===== src/rtl/qlt_pkg.sv =====
// Shared types, token codes and byte classifiers for the query tokenizer.
// No dependencies; used by every module of the block.
package qlt_pkg;

  localparam longint MaxQueryBytes = 1048576;
  localparam int OffW = 20;
  localparam logic [OffW-1:0] OffMax = '1;
  localparam logic [OffW-1:0] PosLimit =
    (MaxQueryBytes - 1 > longint'(OffMax)) ? OffMax : OffW'(MaxQueryBytes - 1);

  localparam logic [1:0] KindToken   = 2'd0;
  localparam logic [1:0] KindContent = 2'd1;
  localparam logic [1:0] KindError   = 2'd2;

  localparam logic [5:0] TokEnd     = 6'd0;
  localparam logic [5:0] TokInvalid = 6'd1;
  localparam logic [5:0] TokString  = 6'd2;
  localparam logic [5:0] TokNumber  = 6'd3;
  localparam logic [5:0] TokIdent   = 6'd4;
  localparam logic [5:0] TokShr     = 6'd5;
  localparam logic [5:0] TokAssign  = 6'd6;
  localparam logic [5:0] TokGe      = 6'd7;
  localparam logic [5:0] TokLe      = 6'd8;
  localparam logic [5:0] TokNe      = 6'd9;
  localparam logic [5:0] TokEqEq    = 6'd10;
  localparam logic [5:0] TokArrow   = 6'd11;
  localparam logic [5:0] TokRange   = 6'd12;

  localparam logic [7:0] ChLf     = 8'h0A;
  localparam logic [7:0] ChHash   = 8'h23;
  localparam logic [7:0] ChQuote  = 8'h22;
  localparam logic [7:0] ChBslash = 8'h5C;
  localparam logic [7:0] ChHigh   = 8'h80;

  typedef struct packed {
    logic [1:0]      kind;
    logic [5:0]      token_type;
    logic [OffW-1:0] start_offset;
    logic [OffW-1:0] token_length;
    logic [7:0]      content_byte;
    logic            last_of_run;
  } result_t;

  typedef struct packed {
    logic    v0;
    logic    v1;
    result_t r0;
    result_t r1;
  } res_pair_t;

  function automatic result_t mk_res(logic [1:0] kind, logic [5:0] ttype,
                                     logic [OffW-1:0] start, logic [OffW-1:0] len,
                                     logic [7:0] cbyte);
    result_t r;
    r.kind         = kind;
    r.token_type   = ttype;
    r.start_offset = start;
    r.token_length = len;
    r.content_byte = cbyte;
    r.last_of_run  = 1'b0;
    return r;
  endfunction

  function automatic logic is_space(logic [7:0] b);
    return b inside {8'h20, [8'h09:8'h0D]};
  endfunction

  function automatic logic is_digit(logic [7:0] b);
    return b inside {["0":"9"]};
  endfunction

  function automatic logic starts_name(logic [7:0] b);
    return (b inside {["a":"z"], ["A":"Z"], "_"}) || (b >= ChHigh);
  endfunction

  function automatic logic extends_name(logic [7:0] b);
    return starts_name(b) || is_digit(b) || (b == "-");
  endfunction

  function automatic logic is_pend_start(logic [7:0] b);
    return b inside {"-", ".", ">", ":", "<", "!", "="};
  endfunction

  function automatic logic [5:0] single_type(logic [7:0] b);
    logic [5:0] t;
    case (b)
      "=":     t = 6'd13;
      "<":     t = 6'd14;
      ">":     t = 6'd15;
      "!":     t = 6'd16;
      "-":     t = 6'd17;
      "|":     t = 6'd18;
      "&":     t = 6'd19;
      "+":     t = 6'd20;
      "*":     t = 6'd21;
      "?":     t = 6'd22;
      ":":     t = 6'd23;
      ";":     t = 6'd24;
      ",":     t = 6'd25;
      ".":     t = 6'd26;
      "(":     t = 6'd27;
      ")":     t = 6'd28;
      "[":     t = 6'd29;
      "]":     t = 6'd30;
      "{":     t = 6'd31;
      "}":     t = 6'd32;
      "/":     t = 6'd33;
      8'h5C:   t = 6'd34;
      "$":     t = 6'd35;
      "@":     t = 6'd36;
      "^":     t = 6'd37;
      "~":     t = 6'd38;
      "%":     t = 6'd39;
      default: t = TokInvalid;
    endcase
    return t;
  endfunction

  // TokEnd means no pair
  function automatic logic [5:0] pair_type(logic [7:0] c, logic [7:0] b);
    logic [5:0] t;
    t = TokEnd;
    if (c == ">" && b == ">") t = TokShr;
    else if (c == ":" && b == "=") t = TokAssign;
    else if (c == ">" && b == "=") t = TokGe;
    else if (c == "<" && b == "=") t = TokLe;
    else if (c == "!" && b == "=") t = TokNe;
    else if (c == "=" && b == "=") t = TokEqEq;
    else if (c == "-" && b == ">") t = TokArrow;
    else if (c == "." && b == ".") t = TokRange;
    return t;
  endfunction

endpackage


===== src/rtl/qlt_scan.sv =====
// Scanner state and single-pass decode: one word in, up to two results out.
// Depends on qlt_pkg.
module qlt_scan (
  input  logic                clk_i,
  input  logic                rst_ni,
  input  logic                take_i,
  input  logic [7:0]          in_byte_i,
  input  logic                end_mark_i,
  output qlt_pkg::res_pair_t  res_o
);

  typedef enum logic [2:0] {
    M_IDLE, M_COMMENT, M_STRING, M_NUMBER, M_IDENT, M_PEND
  } mode_e;

  typedef enum logic [1:0] {
    PH_INT, PH_FRAC, PH_EXPSIGN, PH_EXPDIG
  } phase_e;

  mode_e                      mode_q, mode_d;
  phase_e                     phase_q, phase_d;
  logic [7:0]                 pend_q, pend_d;
  logic                       esc_q, esc_d;
  logic [qlt_pkg::OffW-1:0]   start_q, start_d;
  logic [qlt_pkg::OffW-1:0]   pos_q, pos_d;

  qlt_pkg::result_t ea, eb;
  logic             ea_v, eb_v, disp, num_take;
  logic [5:0]       pt;
  logic [7:0]       b;

  assign b = in_byte_i;

  always_comb begin
    mode_d   = mode_q;
    phase_d  = phase_q;
    pend_d   = pend_q;
    esc_d    = esc_q;
    start_d  = start_q;
    pos_d    = pos_q;
    ea_v     = 1'b0;
    eb_v     = 1'b0;
    ea       = qlt_pkg::mk_res(qlt_pkg::KindToken, qlt_pkg::TokEnd, pos_q, '0, '0);
    eb       = ea;
    disp     = 1'b0;
    num_take = 1'b0;
    pt       = qlt_pkg::pair_type(pend_q, b);

    if (end_mark_i) begin
      case (mode_q)
        M_STRING: begin
          ea_v = 1'b1;
          ea   = qlt_pkg::mk_res(qlt_pkg::KindError, qlt_pkg::TokString, start_q,
                                 pos_q - start_q, '0);
        end
        M_NUMBER: begin
          ea_v = 1'b1;
          ea   = qlt_pkg::mk_res(qlt_pkg::KindToken, qlt_pkg::TokNumber, start_q,
                                 pos_q - start_q, '0);
        end
        M_IDENT: begin
          ea_v = 1'b1;
          ea   = qlt_pkg::mk_res(qlt_pkg::KindToken, qlt_pkg::TokIdent, start_q,
                                 pos_q - start_q, '0);
        end
        M_PEND: begin
          ea_v = 1'b1;
          ea   = qlt_pkg::mk_res(qlt_pkg::KindToken, qlt_pkg::single_type(pend_q),
                                 start_q, qlt_pkg::OffW'(1), '0);
        end
        default: ;
      endcase
      eb_v    = (mode_q != M_STRING);
      eb      = qlt_pkg::mk_res(qlt_pkg::KindToken, qlt_pkg::TokEnd, pos_q, '0, '0);
      mode_d  = M_IDLE;
      phase_d = PH_INT;
      pend_d  = '0;
      esc_d   = 1'b0;
      start_d = '0;
      pos_d   = '0;
    end else begin
      case (mode_q)
        M_COMMENT: begin
          if (b == qlt_pkg::ChLf) mode_d = M_IDLE;
        end
        M_STRING: begin
          if (esc_q) begin
            esc_d = 1'b0;
            ea_v  = 1'b1;
            ea    = qlt_pkg::mk_res(qlt_pkg::KindContent, qlt_pkg::TokString, start_q,
                                    '0, b);
          end else if (b == qlt_pkg::ChBslash) begin
            esc_d = 1'b1;
          end else if (b == qlt_pkg::ChQuote) begin
            ea_v   = 1'b1;
            ea     = qlt_pkg::mk_res(qlt_pkg::KindToken, qlt_pkg::TokString, start_q,
                                     pos_q + qlt_pkg::OffW'(1) - start_q, '0);
            mode_d = M_IDLE;
          end else begin
            ea_v = 1'b1;
            ea   = qlt_pkg::mk_res(qlt_pkg::KindContent, qlt_pkg::TokString, start_q,
                                   '0, b);
          end
        end
        M_NUMBER: begin
          case (phase_q)
            PH_INT: begin
              if (qlt_pkg::is_digit(b)) begin
                num_take = 1'b1;
              end else if (b == ".") begin
                num_take = 1'b1;
                phase_d  = PH_FRAC;
              end else if (b inside {"e", "E"}) begin
                num_take = 1'b1;
                phase_d  = PH_EXPSIGN;
              end
            end
            PH_FRAC: begin
              if (qlt_pkg::is_digit(b)) begin
                num_take = 1'b1;
              end else if (b inside {"e", "E"}) begin
                num_take = 1'b1;
                phase_d  = PH_EXPSIGN;
              end
            end
            PH_EXPSIGN: begin
              if (qlt_pkg::is_digit(b) || b inside {"+", "-"}) begin
                num_take = 1'b1;
                phase_d  = PH_EXPDIG;
              end
            end
            default: num_take = qlt_pkg::is_digit(b);
          endcase
          if (!num_take) begin
            ea_v = 1'b1;
            ea   = qlt_pkg::mk_res(qlt_pkg::KindToken, qlt_pkg::TokNumber, start_q,
                                   pos_q - start_q, '0);
            disp = 1'b1;
          end
        end
        M_IDENT: begin
          if (!qlt_pkg::extends_name(b)) begin
            ea_v = 1'b1;
            ea   = qlt_pkg::mk_res(qlt_pkg::KindToken, qlt_pkg::TokIdent, start_q,
                                   pos_q - start_q, '0);
            disp = 1'b1;
          end
        end
        M_PEND: begin
          if ((pend_q inside {"-", "."}) && qlt_pkg::is_digit(b)) begin
            mode_d  = M_NUMBER;
            phase_d = (pend_q == "-") ? PH_INT : PH_FRAC;
          end else if (pt != qlt_pkg::TokEnd) begin
            ea_v   = 1'b1;
            ea     = qlt_pkg::mk_res(qlt_pkg::KindToken, pt, start_q,
                                     qlt_pkg::OffW'(2), '0);
            mode_d = M_IDLE;
          end else begin
            ea_v = 1'b1;
            ea   = qlt_pkg::mk_res(qlt_pkg::KindToken, qlt_pkg::single_type(pend_q),
                                   start_q, qlt_pkg::OffW'(1), '0);
            disp = 1'b1;
          end
        end
        default: disp = 1'b1;
      endcase

      if (disp) begin
        mode_d = M_IDLE;
        if (qlt_pkg::is_space(b)) begin
          mode_d = M_IDLE;
        end else if (b == qlt_pkg::ChHash) begin
          mode_d = M_COMMENT;
        end else begin
          start_d = pos_q;
          if (b == qlt_pkg::ChQuote) begin
            mode_d = M_STRING;
            esc_d  = 1'b0;
          end else if (qlt_pkg::is_digit(b)) begin
            mode_d  = M_NUMBER;
            phase_d = PH_INT;
          end else if (qlt_pkg::starts_name(b)) begin
            mode_d = M_IDENT;
          end else if (qlt_pkg::is_pend_start(b)) begin
            mode_d = M_PEND;
            pend_d = b;
          end else begin
            eb_v = 1'b1;
            eb   = qlt_pkg::mk_res(qlt_pkg::KindToken, qlt_pkg::single_type(b), pos_q,
                                   qlt_pkg::OffW'(1), '0);
          end
        end
      end

      if (pos_q < qlt_pkg::PosLimit) pos_d = pos_q + qlt_pkg::OffW'(1);
    end
  end

  always_comb begin
    res_o.v0 = take_i && (ea_v || eb_v);
    res_o.v1 = take_i && ea_v && eb_v;
    res_o.r0 = ea_v ? ea : eb;
    res_o.r1 = eb;
    if (ea_v && eb_v) res_o.r1.last_of_run = 1'b1;
    else              res_o.r0.last_of_run = 1'b1;
  end

  always_ff @(posedge clk_i or negedge rst_ni) begin
    if (!rst_ni) begin
      mode_q  <= M_IDLE;
      phase_q <= PH_INT;
      pend_q  <= '0;
      esc_q   <= 1'b0;
      start_q <= '0;
      pos_q   <= '0;
    end else if (take_i) begin
      mode_q  <= mode_d;
      phase_q <= phase_d;
      pend_q  <= pend_d;
      esc_q   <= esc_d;
      start_q <= start_d;
      pos_q   <= pos_d;
    end
  end

endmodule


===== src/rtl/qlt_outq.sv =====
// Four-entry result queue: takes up to two results a cycle, gives one when popped.
// Depends on qlt_pkg.
module qlt_outq (
  input  logic               clk_i,
  input  logic               rst_ni,
  input  qlt_pkg::res_pair_t push_i,
  input  logic               pop_i,
  output logic               nearly_full_o,
  output logic               valid_o,
  output qlt_pkg::result_t   head_o
);

  qlt_pkg::result_t mem_q [4];
  logic [1:0]       wr_q, rd_q;
  logic [2:0]       cnt_q;
  logic [1:0]       n_push;
  logic             do_pop;

  assign n_push        = {1'b0, push_i.v0} + {1'b0, push_i.v1};
  assign valid_o       = (cnt_q != 3'd0);
  assign do_pop        = pop_i && valid_o;
  assign nearly_full_o = (cnt_q > 3'd2);
  assign head_o        = mem_q[rd_q];

  always_ff @(posedge clk_i) begin
    if (push_i.v0) mem_q[wr_q] <= push_i.r0;
    if (push_i.v1) mem_q[wr_q + 2'd1] <= push_i.r1;
  end

  always_ff @(posedge clk_i or negedge rst_ni) begin
    if (!rst_ni) begin
      wr_q  <= '0;
      rd_q  <= '0;
      cnt_q <= '0;
    end else begin
      wr_q  <= wr_q + n_push;
      rd_q  <= rd_q + {1'b0, do_pop};
      cnt_q <= cnt_q + {1'b0, n_push} - {2'b00, do_pop};
    end
  end

endmodule


===== src/rtl/query_language_tokenizer_top.sv =====
// Query tokenizer top level: scanner feeding a four-entry result queue.
// Depends on qlt_pkg, qlt_scan and qlt_outq.
// A word's results are registered in the queue and offered after earlier results.
// Throughput: one word per cycle unless in_stall_o; results leave at one per cycle
// unless out_stall_i is high, so two-result words fill the queue (stall at three or more).
// Reset (asynchronous, active low) clears scanner state, byte offset and queue.
module query_language_tokenizer_top (
  input  logic        clk_i,
  input  logic        rst_ni,
  input  logic        in_valid_i,
  output logic        in_stall_o,
  input  logic [7:0]  in_byte_i,
  input  logic        end_mark_i,
  output logic        out_valid_o,
  input  logic        out_stall_i,
  output logic [1:0]  kind_o,
  output logic [5:0]  token_type_o,
  output logic [19:0] start_offset_o,
  output logic [19:0] token_length_o,
  output logic [7:0]  content_byte_o,
  output logic        last_of_run_o
);

  qlt_pkg::res_pair_t res;
  qlt_pkg::result_t   head;
  logic               take, nearly_full;

  assign in_stall_o = nearly_full;
  assign take       = in_valid_i && !nearly_full;

  qlt_scan u_scan (
    .clk_i      (clk_i),
    .rst_ni     (rst_ni),
    .take_i     (take),
    .in_byte_i  (in_byte_i),
    .end_mark_i (end_mark_i),
    .res_o      (res)
  );

  qlt_outq u_outq (
    .clk_i         (clk_i),
    .rst_ni        (rst_ni),
    .push_i        (res),
    .pop_i         (!out_stall_i),
    .nearly_full_o (nearly_full),
    .valid_o       (out_valid_o),
    .head_o        (head)
  );

  assign kind_o         = head.kind;
  assign token_type_o   = head.token_type;
  assign start_offset_o = head.start_offset;
  assign token_length_o = head.token_length;
  assign content_byte_o = head.content_byte;
  assign last_of_run_o  = head.last_of_run;

endmodule


===== config.mk =====
export PLATFORM = sky130hd
export DESIGN_NAME = query_language_tokenizer_top
export DESIGN_NICKNAME = d
export VERILOG_FILES = /design/src/rtl/qlt_pkg.sv /design/src/rtl/qlt_scan.sv /design/src/rtl/qlt_outq.sv /design/src/rtl/query_language_tokenizer_top.sv
export SDC_FILE = /design/constraint.sdc
export NUM_CORES = 1
export LEC_CHECK = 0
export BUFFER_PORTS_ARGS = -buffer_cell sky130_fd_sc_hd__buf_2
export CAP_MARGIN = 20
export CORE_MARGIN = 2
export CORE_UTILIZATION = 35
export CTS_CLUSTER_SIZE = 40
export DETAILED_ROUTE_END_ITERATION = 10
export PLACE_DENSITY = 0.48
export RECOVER_POWER = 50
export SYNTH_ARGS = -nofsm -noshare
export SYNTH_HDL_FRONTEND = slang
export SYNTH_HIERARCHICAL = 1
export SYNTH_SLANG_ARGS = --single-unit

===== constraint.sdc =====
create_clock -name clk_i -period 7.5 [get_ports clk_i]
set_input_delay 1.5 -clock clk_i [delete_from_list [all_inputs] [get_ports clk_i]]
set_output_delay 1.5 -clock clk_i [all_outputs]
set_load 0.03 [all_outputs]

Yosys cells after proc, flatten, opt, wreduce, memory -nomap -nowiden
Memory sizes are Yosys's and may differ from the RTL's.
Cells that the tools add are included.
Cells by class
  equal/unequal tests: 41
  magnitude comparators: 11
  reductions and logical operators: 45
  multiplexer cells: 116
  add/subtract/negate cells: 9
Operators with widths (number)
  two-way mux 57 bit: 12
  case mux 57 bit (4 select lines): 2
  equality test 8 x 6 -> 1 bit (second input constant): 18
  two-way mux 20 bit: 6
  two-way mux 55 bit: 2
  two-way mux 8 bit: 8
  two-way mux 6 bit: 10
  two-way mux 56 bit: 1
  two-way mux 52 bit: 1
  two-way mux 51 bit: 1
  two-way mux 3 bit: 14
  two-way mux 1 bit: 40
  subtractor 20 bit: 2
  equality test 8 x 7 -> 1 bit (second input constant): 4
  two-way mux 2 bit: 12
  adder 20 x 1 -> 20 bit (second input constant): 1
  < comparator 20 bit (second input constant): 1
  logical AND 1 bit: 19
  greater-or-equal comparator 8 x 7 -> 1 bit (second input constant): 2
  less-or-equal comparator 8 x 7 -> 1 bit (second input constant): 2
  nonzero test 2 bit: 7
  inequality test 2 bit (second input constant): 5
  case mux 3 bit (3 select lines): 1
  equality test 8 x 4 -> 1 bit (second input constant): 1
  39 further kinds: 50
Storage, ports and cells
  register bits after elaboration: 61
  memories kept: 4
  bits in writable memories: 228
  word-level logic and storage cells: 235
  memory bits (read-only): 2304
  output and inout port bits: 59
Memories
  (name not given): depth 128, width 6, read ports 1, clocked after Yosys merged registers in 0, write ports 0, line qlt_pkg.sv:86  | case (b)
  (name not given): depth 128, width 6, read ports 1, clocked after Yosys merged registers in 0, write ports 0, line qlt_pkg.sv:86
  (name not given): depth 128, width 6, read ports 1, clocked after Yosys merged registers in 0, write ports 0, line qlt_pkg.sv:86
  u_outq.mem_q: depth 4, width 57, read ports 1, clocked after Yosys merged registers in 0, write ports 2, line qlt_outq.sv:13  | qlt_pkg::result_t mem_q [4];

Logic depth before layout (Yosys ltp)
Gate-level depths: netlist (run 1).
  depth after elaboration: 22
  mapped depth: 20
  mapped depth without buffers: 18

Cells and area by module
The synthesis (run 1) kept the hierarchy.
Modules (own cells, without submodules)
  qlt_outq: instances 1, seq. area each 7021.7 µm², cells an instance 589, area each 11429.7 µm²
  qlt_scan: instances 1, seq. area each 1351.3 µm², cells an instance 965, area each 7190.6 µm²
  query_language_tokenizer_top: instances 1, seq. area each 0.0 µm², cells an instance 2, area each 17.5 µm²

Worst setup path before layout (run 1)
Ideal clock, no wire load.
  path kind: in2reg
  start: input in_byte_i[1]
  end: memory u_outq/mem_q[2][0] (netlist name) (enable)
  setup slack: -0.778 ns
  arrival time: 7.727 ns
  setup time: 0.551 ns
  data required time: 6.949 ns
  stages on the path: 10
  cells stage by stage: inv_1 ha_1 or4b_1 o221ai_1 nand2_1 nor4b_1 o311ai_4 a31oi_1 nand2b_1 o21ai_0
RTL lines
  start, declared: line query_language_tokenizer_top.sv:12  | input logic [7:0] in_byte_i,
  end, declared: line qlt_outq.sv:13

Worst setup path after layout (run 1)
  start: register u_outq.rd_q[0]
  end: output token_type_o[2]
Between the ends
  word-level cells in the longest chain between the ends: 1
Ends and longest elaborated chain
  start, declared: line qlt_outq.sv:14  | logic [1:0] wr_q, rd_q;
  start signal, assigned: line qlt_outq.sv:37  | rd_q <= rd_q + {1'b0, do_pop};
  memory (4 x 57 bit)
  end, declared: line query_language_tokenizer_top.sv:17  | output logic [5:0] token_type_o,
Every way passes these cells.

==> flow_summary.ini, run 1 <==
[outcome]
status = complete, but fails checks
violations = capacitance limit, slew limit

[synthesis]
yosys_warnings = 6
synth_mux_area_share_pct = 21.3
seq_area_frac_synth_pct = 44.9
yosysUniqueCellTypes = 85
synth_fa_ha_area_share_pct = 4.28
yosys.area_share.simple_pct = 9.10
synth_compound_area_share_pct = 12.7
ys_ff_latch = 289
synth_top_family_by_area = multiplexers
synth_xor_area_share_pct = 2.58
avgSynthCellArea_sq_um = 12.0
synthCells = 1556
syn_area_sq_mm = 0.0186
postSynth.asyncResetShare_pct = 21.1
ys.flop_type = edfxtp_1
synth_edf_count = 228

[placed_design]
place.detailed.hpwl_mm = 35.7
pre_cts_ws_ns = 1.17
gp_congestion = 0.896
io_buffers = 71

[sta]
hold_viol_final = 0
fin_crit_sh_pct = 84.4
slew_violations = 126
slew_headroom_pct = -164
setup_viol = 0
fin_crit_ns = 6.33
holdWs_ns = 0.460
fin_ws_ns = 1.17
rsz0062_at_grt = no
fin_skew_ns = 0.0144
worst_pin_slew_ns = 3.96
fmax_ghz = 0.158

[flow_run]
cap_violations = 3

[clock_network]
cts_buffers = 35
ctsResizeCount = 0
ctsHoldBuffers = 0
h-tree-depth = 2
cts_tree = built
root_buffer = clkbuf_16
clockBufferDepth = 3
clk-insertion-delay-late_ns = 0.55
clock_sinks = 289
post-cts-setup-buffers = 0
cts.clk_slew.worst_paths_ns = 0.06

[routing]
routed_wl_mm = 53.9
drt_iter0_drc = 937
vias_per_cell = 5.59
avgRoutedWirePerCell_microns = 23.4
drcViolationCount = 0
postRouteAntennaNets = 0
num_vias = 12900
dr.pass1.iters = 5

[final_layout]
nNetsFinal = 1668
final_common_cell = edfxtp_1
final_core_util_pct = 39.0
layout_common_cells = 228 x edfxtp_1, 163 x mux2_2, 94 x nand2_1, 76 x nor2_1, 71 x o21ai_0
syn2layout_area_growth_pct = 10.3
drive_above_1_share_pct = 21.7

[worst_setup_path]
crit_slowest_cell = dfrtp_1
critPathLaunchType = register
r2r-start = u_scan/pend_q[0]$_DFFE_PN0P_
required_ns = 6.00
critPathKind = register to primary output
slowest_delay_ns = 2.24
worst-path-max-fanout = 38
cp-startpoint = u_outq/rd_q[0]$_DFF_PN0_
crit_family = flip-flops
endpoint_kind = primary output
crit_arrival_ns = 4.83
crit_buf_inv = 2
path_cells = clkbuf_2 -> mux4_2 -> clkbuf_1

[grt]
grt_max_degree = 62
first_global_vias = 13100
grt_pass1_wl_mm = 82.2
antenna_found_initial = 1
grt_use_total_pct = 19.3
overflow = 0

[power]
p_per_area_mw_per_mm2 = 379
vdd_drop_max_v = 0.000195
power.leakage_nw = 7.77

[worst_hold_path]
min_path_type = register to register
hold_start = u_outq/rd_q[1]$_DFF_PN0_

[floorplanning]
die_area_sq_mm = 0.0551
die_y_microns = 235
io-pin-count = 72
die_x_microns = 235
core_sq_mm = 0.0527
initial_core_util_pct = 35.4
num_rows = 84
## synthesized netlist by cell type (12+ instances only)
cell type | count | area share (%)
a22o_1 | 14 | 0.66
o22ai_1 | 36 | 1.2
mux2_4 | 19 | 1.5
mux4_2 | 57 | 6.9
xor2_1 | 24 | 1.1
a22oi_1 | 23 | 0.93
xnor2_1 | 31 | 1.5
buf_2 | 24 | 0.64
nand2_1 | 94 | 1.9
nor2_1 | 78 | 1.6
dfrtp_1 | 61 | 8.2
buf_4 | 38 | 1.5
nand4_1 | 13 | 0.44
mux2_2 | 163 | 9.8
a21oi_1 | 59 | 1.6
o21ai_0 | 73 | 2.0
nand2b_1 | 20 | 0.67
a31oi_1 | 14 | 0.47
mux2_1 | 49 | 3.0
ha_1 | 59 | 4.0
and3_1 | 12 | 0.40
nand3_1 | 32 | 0.86
clkbuf_1 | 46 | 0.93
inv_1 | 57 | 1.1
edfxtp_1 | 228 | 37
a21o_1 | 23 | 0.93
nor3_1 | 27 | 0.73
a211oi_1 | 15 | 0.60
## routing by layer
metal | GRT usage (%) | share of wire, %
met5 | 0 | 0
met4 | 5.60 | 2.2
met3 | 2.57 | 4.6
met2 | 32.0 | 48
met1 | 26.2 | 45
## cell families after synthesis
| kind of cell | Yosys count |
|---|---|
| muxes | 290 |
| AOI/OAI and AO/OA | 341 |
| buffers and inverters | 183 |
| and+or+nand+nor | 335 |
| xor gates and xnor gates | 55 |
| adders and majority gates | 62 |
| DFF | 289 |
| other | 1 |
## final timing paths
kind	endpoint	depth (start not counted)	slack (ns)
max	token_type_o[2]	3	1.17
min	u_outq/rd_q[1]$_DFF_PN0_	1	0.46
max reg2reg	u_scan/start_q[12]$_DFFE_PN0P_	11	2.30
min reg2reg	u_outq/rd_q[1]$_DFF_PN0_	1	0.46
max in group asynchronous	u_outq/rd_q[1]$_DFF_PN0_	2	2.54
min in group asynchronous	u_outq/cnt_q[0]$_DFF_PN0_	2	2.42
## state kept, by name, indices dropped and copies added, names as in the netlist, 2 cells and up
name,count
u_scan/pos_q,20
u_outq/mem_q,228
u_scan/pend_q,8
u_outq/rd_q,2
u_outq/cnt_q,3
u_outq/wr_q,2
u_scan/phase_q,2
u_scan/start_q,20
u_scan/mode_q,3
## layout make-up
| cell class | count | area (sq um) |
|---|---|---|
| Sequential cell | 289 | 8370 |
| Clock inverter | 21 | 253 |
| Inverter | 57 | 214 |
| Timing Repair Buffer | 98 | 513 |
| Tap cell | 688 | 861 |
| Antenna cell | 1 | 2.50 |
| Multi-Input combinational cell | 1112 | 9410 |
| Fill cell | 5058 | 32100 |
| Clock buffer | 42 | 923 |
## report_power, final
part	internal (mW)	leakage, nW	switching (mW)
registers	2.06	2.93	0.234
clock network	1.06	0.568	0.701
logic	1.46	4.27	2.27
## through the flow
| stage | instances | area [sq um] | TNS (ns) | power (mW) |
|---|---|---|---|---|
| after CTS | 2306 | 20700 | 0 | 7.93 |
| after floorplan | 1584 | 18700 | -88.69 | 5.11 |
| after global placement | 2243 | 19500 | 0 | 6.12 |
| after detailed placement | 2243 | 19500 | 0 | 6.13 |
| final | 2308 | 20600 | 0 | 7.79 |
| after global routing | 2307 | 20600 | 0 | 8.26 |
Power figures use the tool's default switching activity.
==> run 2, diff against run 1 <==
- PLACE_DENSITY: 0.48 -> 0.46
- clock period: 7.5 -> 6.3 ns (I/O delays scaled with it)
==> run 2 against run 1 <==
The run still ends with capacitance limit, slew limit left. Critical path depth is 10 higher. Sequential power grew 20%. Worst setup slack worse by 0.63 ns. Via count rose by 0.32%. Final cell count up 0.56%. Sequential cell count stayed put. Largest power group unchanged.
==> flow_summary.ini, run 2 (synthesized netlist as in run 1, its figures left out) <==
[outcome]
status = complete, but fails checks
violations = capacitance limit, slew limit

[placed_design]
pre_cts_ws_ns = 0.459
io_buffers = 71
dp.cells = 2255
gp_congestion = 0.887
place.detailed.hpwl_mm = 36.2

[routing]
vias_per_cell = 5.57
num_vias = 12900
dr.pass1.iters = 6
routed_wl_mm = 54.3
drcViolationCount = 0
drt_iter0_drc = 915
avgRoutedWirePerCell_microns = 23.4
postRouteAntennaNets = 0

[clock_network]
cts_tree = built
ctsHoldBuffers = 0
h-tree-depth = 2
root_buffer = clkbuf_16
clockBufferDepth = 3
cts_buffers = 37
clk-insertion-delay-late_ns = 0.56
cts.clk_slew.worst_paths_ns = 0.06
post-cts-setup-buffers = 0
clock_sinks = 289
ctsResizeCount = 0

[grt]
antenna_found_initial = 0
gr-usage-met1_pct = 27.1
grtUsageMet3_pct = 2.56
grt_max_degree = 62
overflow = 0
grt_pass1_wl_mm = 83.7
first_global_vias = 13200
grt_use_total_pct = 19.6
met2_usage_pct = 32.7
busiest_layer = met2

[flow_run]
cap_violations = 4

[worst_setup_path]
path_cells = clkbuf_1 -> inv_1 -> ha_1 -> nand2_1 -> nor4b_1 -> o31ai_1 -> o2bb2ai_1 -> clkbuf_1 -> o311ai_4 -> clkbuf_1 -> nor2_4 -> a22oi_1 -> o22ai_1
timing.rr.end = u_outq/cnt_q[2]$_DFF_PN0_
r2r_slack_ns = 1.37
worst-path-max-fanout = 25
slowest_delay_ns = 1.24
critPathKind = input pin to register
crit_arrival_ns = 6.14
ff2ff_path_depth = 19
crit_slowest_cell = clkbuf_1
required_ns = 6.68
r2r-start = u_scan/pend_q[0]$_DFFE_PN0P_
endpoint_kind = register
cp_common_cell = clkbuf_1
critPathLaunchType = input pin

[power]
pwr-share-seq_pct = 29.7
power.leakage_nw = 7.82
p_int_mw = 5.40
p_comb_share_pct = 48.0
sw_frac_of_total_pct = 41.4
finalPower_mw = 9.23
p_per_area_mw_per_mm2 = 447
vdd_drop_max_v = 0.000204
switchingPower_mw = 3.82
pwr-share-clk_pct = 22.3

[floorplanning]
num_rows = 84
io-pin-count = 72
core_sq_mm = 0.0527
die_area_sq_mm = 0.0551
die_x_microns = 235
initial_core_util_pct = 35.4
die_y_microns = 235

[final_layout]
reg_top3 = u_outq/mem_q (228), u_scan/pos_q (20), u_scan/start_q (20)
layout_common_cells = 228 x edfxtp_1, 163 x mux2_2, 94 x nand2_1, 76 x nor2_1, 72 x clkbuf_1
fillers = 5044
syn2layout_area_growth_pct = 10.7
final_cells = 2321
largest_register = u_outq/mem_q
largest_register_ffs = 228
regArea_sq_mm = 0.00837
nNetsFinal = 1682
multi_input_area_sq_mm = 0.00942
drive_above_1_share_pct = 22.0
final_common_cell = edfxtp_1
antennaDiodeCount = 0

[sta]
slew_violations = 141
fin_skew_ns = 0.0241
fin_crit_ns = 5.76
holdWs_ns = 0.505
fin_ws_ns = 0.539
slew_headroom_pct = -149
fmax_ghz = 0.174
setup_viol = 0
fin_crit_sh_pct = 91.4
rsz0062_at_grt = no
worst_pin_slew_ns = 3.73
hold_viol_final = 0

[worst_hold_path]
min_to = u_scan/start_q[11]$_DFFE_PN0P_
min_path_type = register to register
hold_depth = 1
hold_start = u_scan/start_q[11]$_DFFE_PN0P_
==> run 2: cell count changes in the layout (fill, tap and decap cells not counted), sizes merged <==
| cell | previous run | this run |
|---|---|---|
| buf | 33 | 42 |
| bufinv | 5 | 2 |
| clkbuf | 107 | 116 |
| clkinv | 12 | 11 |
| diode | 1 | 0 |
==> run 2: how the worst max path moves through the flow <==
stage	slack [ns]	from	cells past startpoint	endpoint
after global placement	0.69	in_byte_i[1]	20	u_outq/cnt_q[2]$_DFF_PN0_
after CTS	1.03	in_byte_i[1]	20	u_outq/cnt_q[2]$_DFF_PN0_
after detailed placement	0.46	in_byte_i[1]	20	u_outq/cnt_q[2]$_DFF_PN0_
final	0.54	in_byte_i[1]	13	u_scan/start_q[6]$_DFFE_PN0P_
after global routing	0.33	in_byte_i[1]	20	u_outq/cnt_q[2]$_DFF_PN0_
after floorplan	-0.45	in_byte_i[1]	12	u_outq/mem_q[1][0]$_DFFE_PP_
==> run 2: cell type report <==
cell class                 instances  share of cell area (%)
sequential                       289                    40.6
multi-input combinational       1112                    45.6
clock inverter                    17                   0.813
timing repair buffer             110                    2.91
tap                              688                    4.17
inverter                          57                    1.04
clock buffer                      48                    4.84
==> run 2: worst max-delay path, delay by kind of cell <==
kind,cells,cell delay (ns)
buffers and inverters,4,1.95
and+or+nand+nor,3,1.21
AOI/OAI and AO/OA,5,1.24
adders and majority gates,1,0.46
==> run 2: layer usage <==
| metal | wire length, microns | vias to the layer above |
|---|---|---|
| met3 | 1890 | 61 |
| met5 | 0 | - |
| met2 | 26300 | 281 |
| met4 | 1070 | 0 |
| li1 | - | 6056 |
| met1 | 25000 | 6537 |
==> run 2: stage by stage <==
stage | TNS [ns] | instance area [sq um] | util, %
floorplan | -50.92 | 18800 | -
global placement | 0 | 19700 | 37.3
detailed placement | 0 | 19700 | 37.3
CTS | 0 | 20800 | 39.6
global route | 0 | 20600 | 39.2
finish | 0 | 20600 | 39.2
==> run 2: power by group through the flow <==
stage	sequential, mW	combinational, mW	clock [mW]
after detailed placement	2.78	4.52	0
after CTS	2.74	4.55	2.12
after floorplan	2.59	3.48	0
after global placement	2.77	4.51	0
final	2.74	4.43	2.06
after global routing	2.78	4.83	2.19
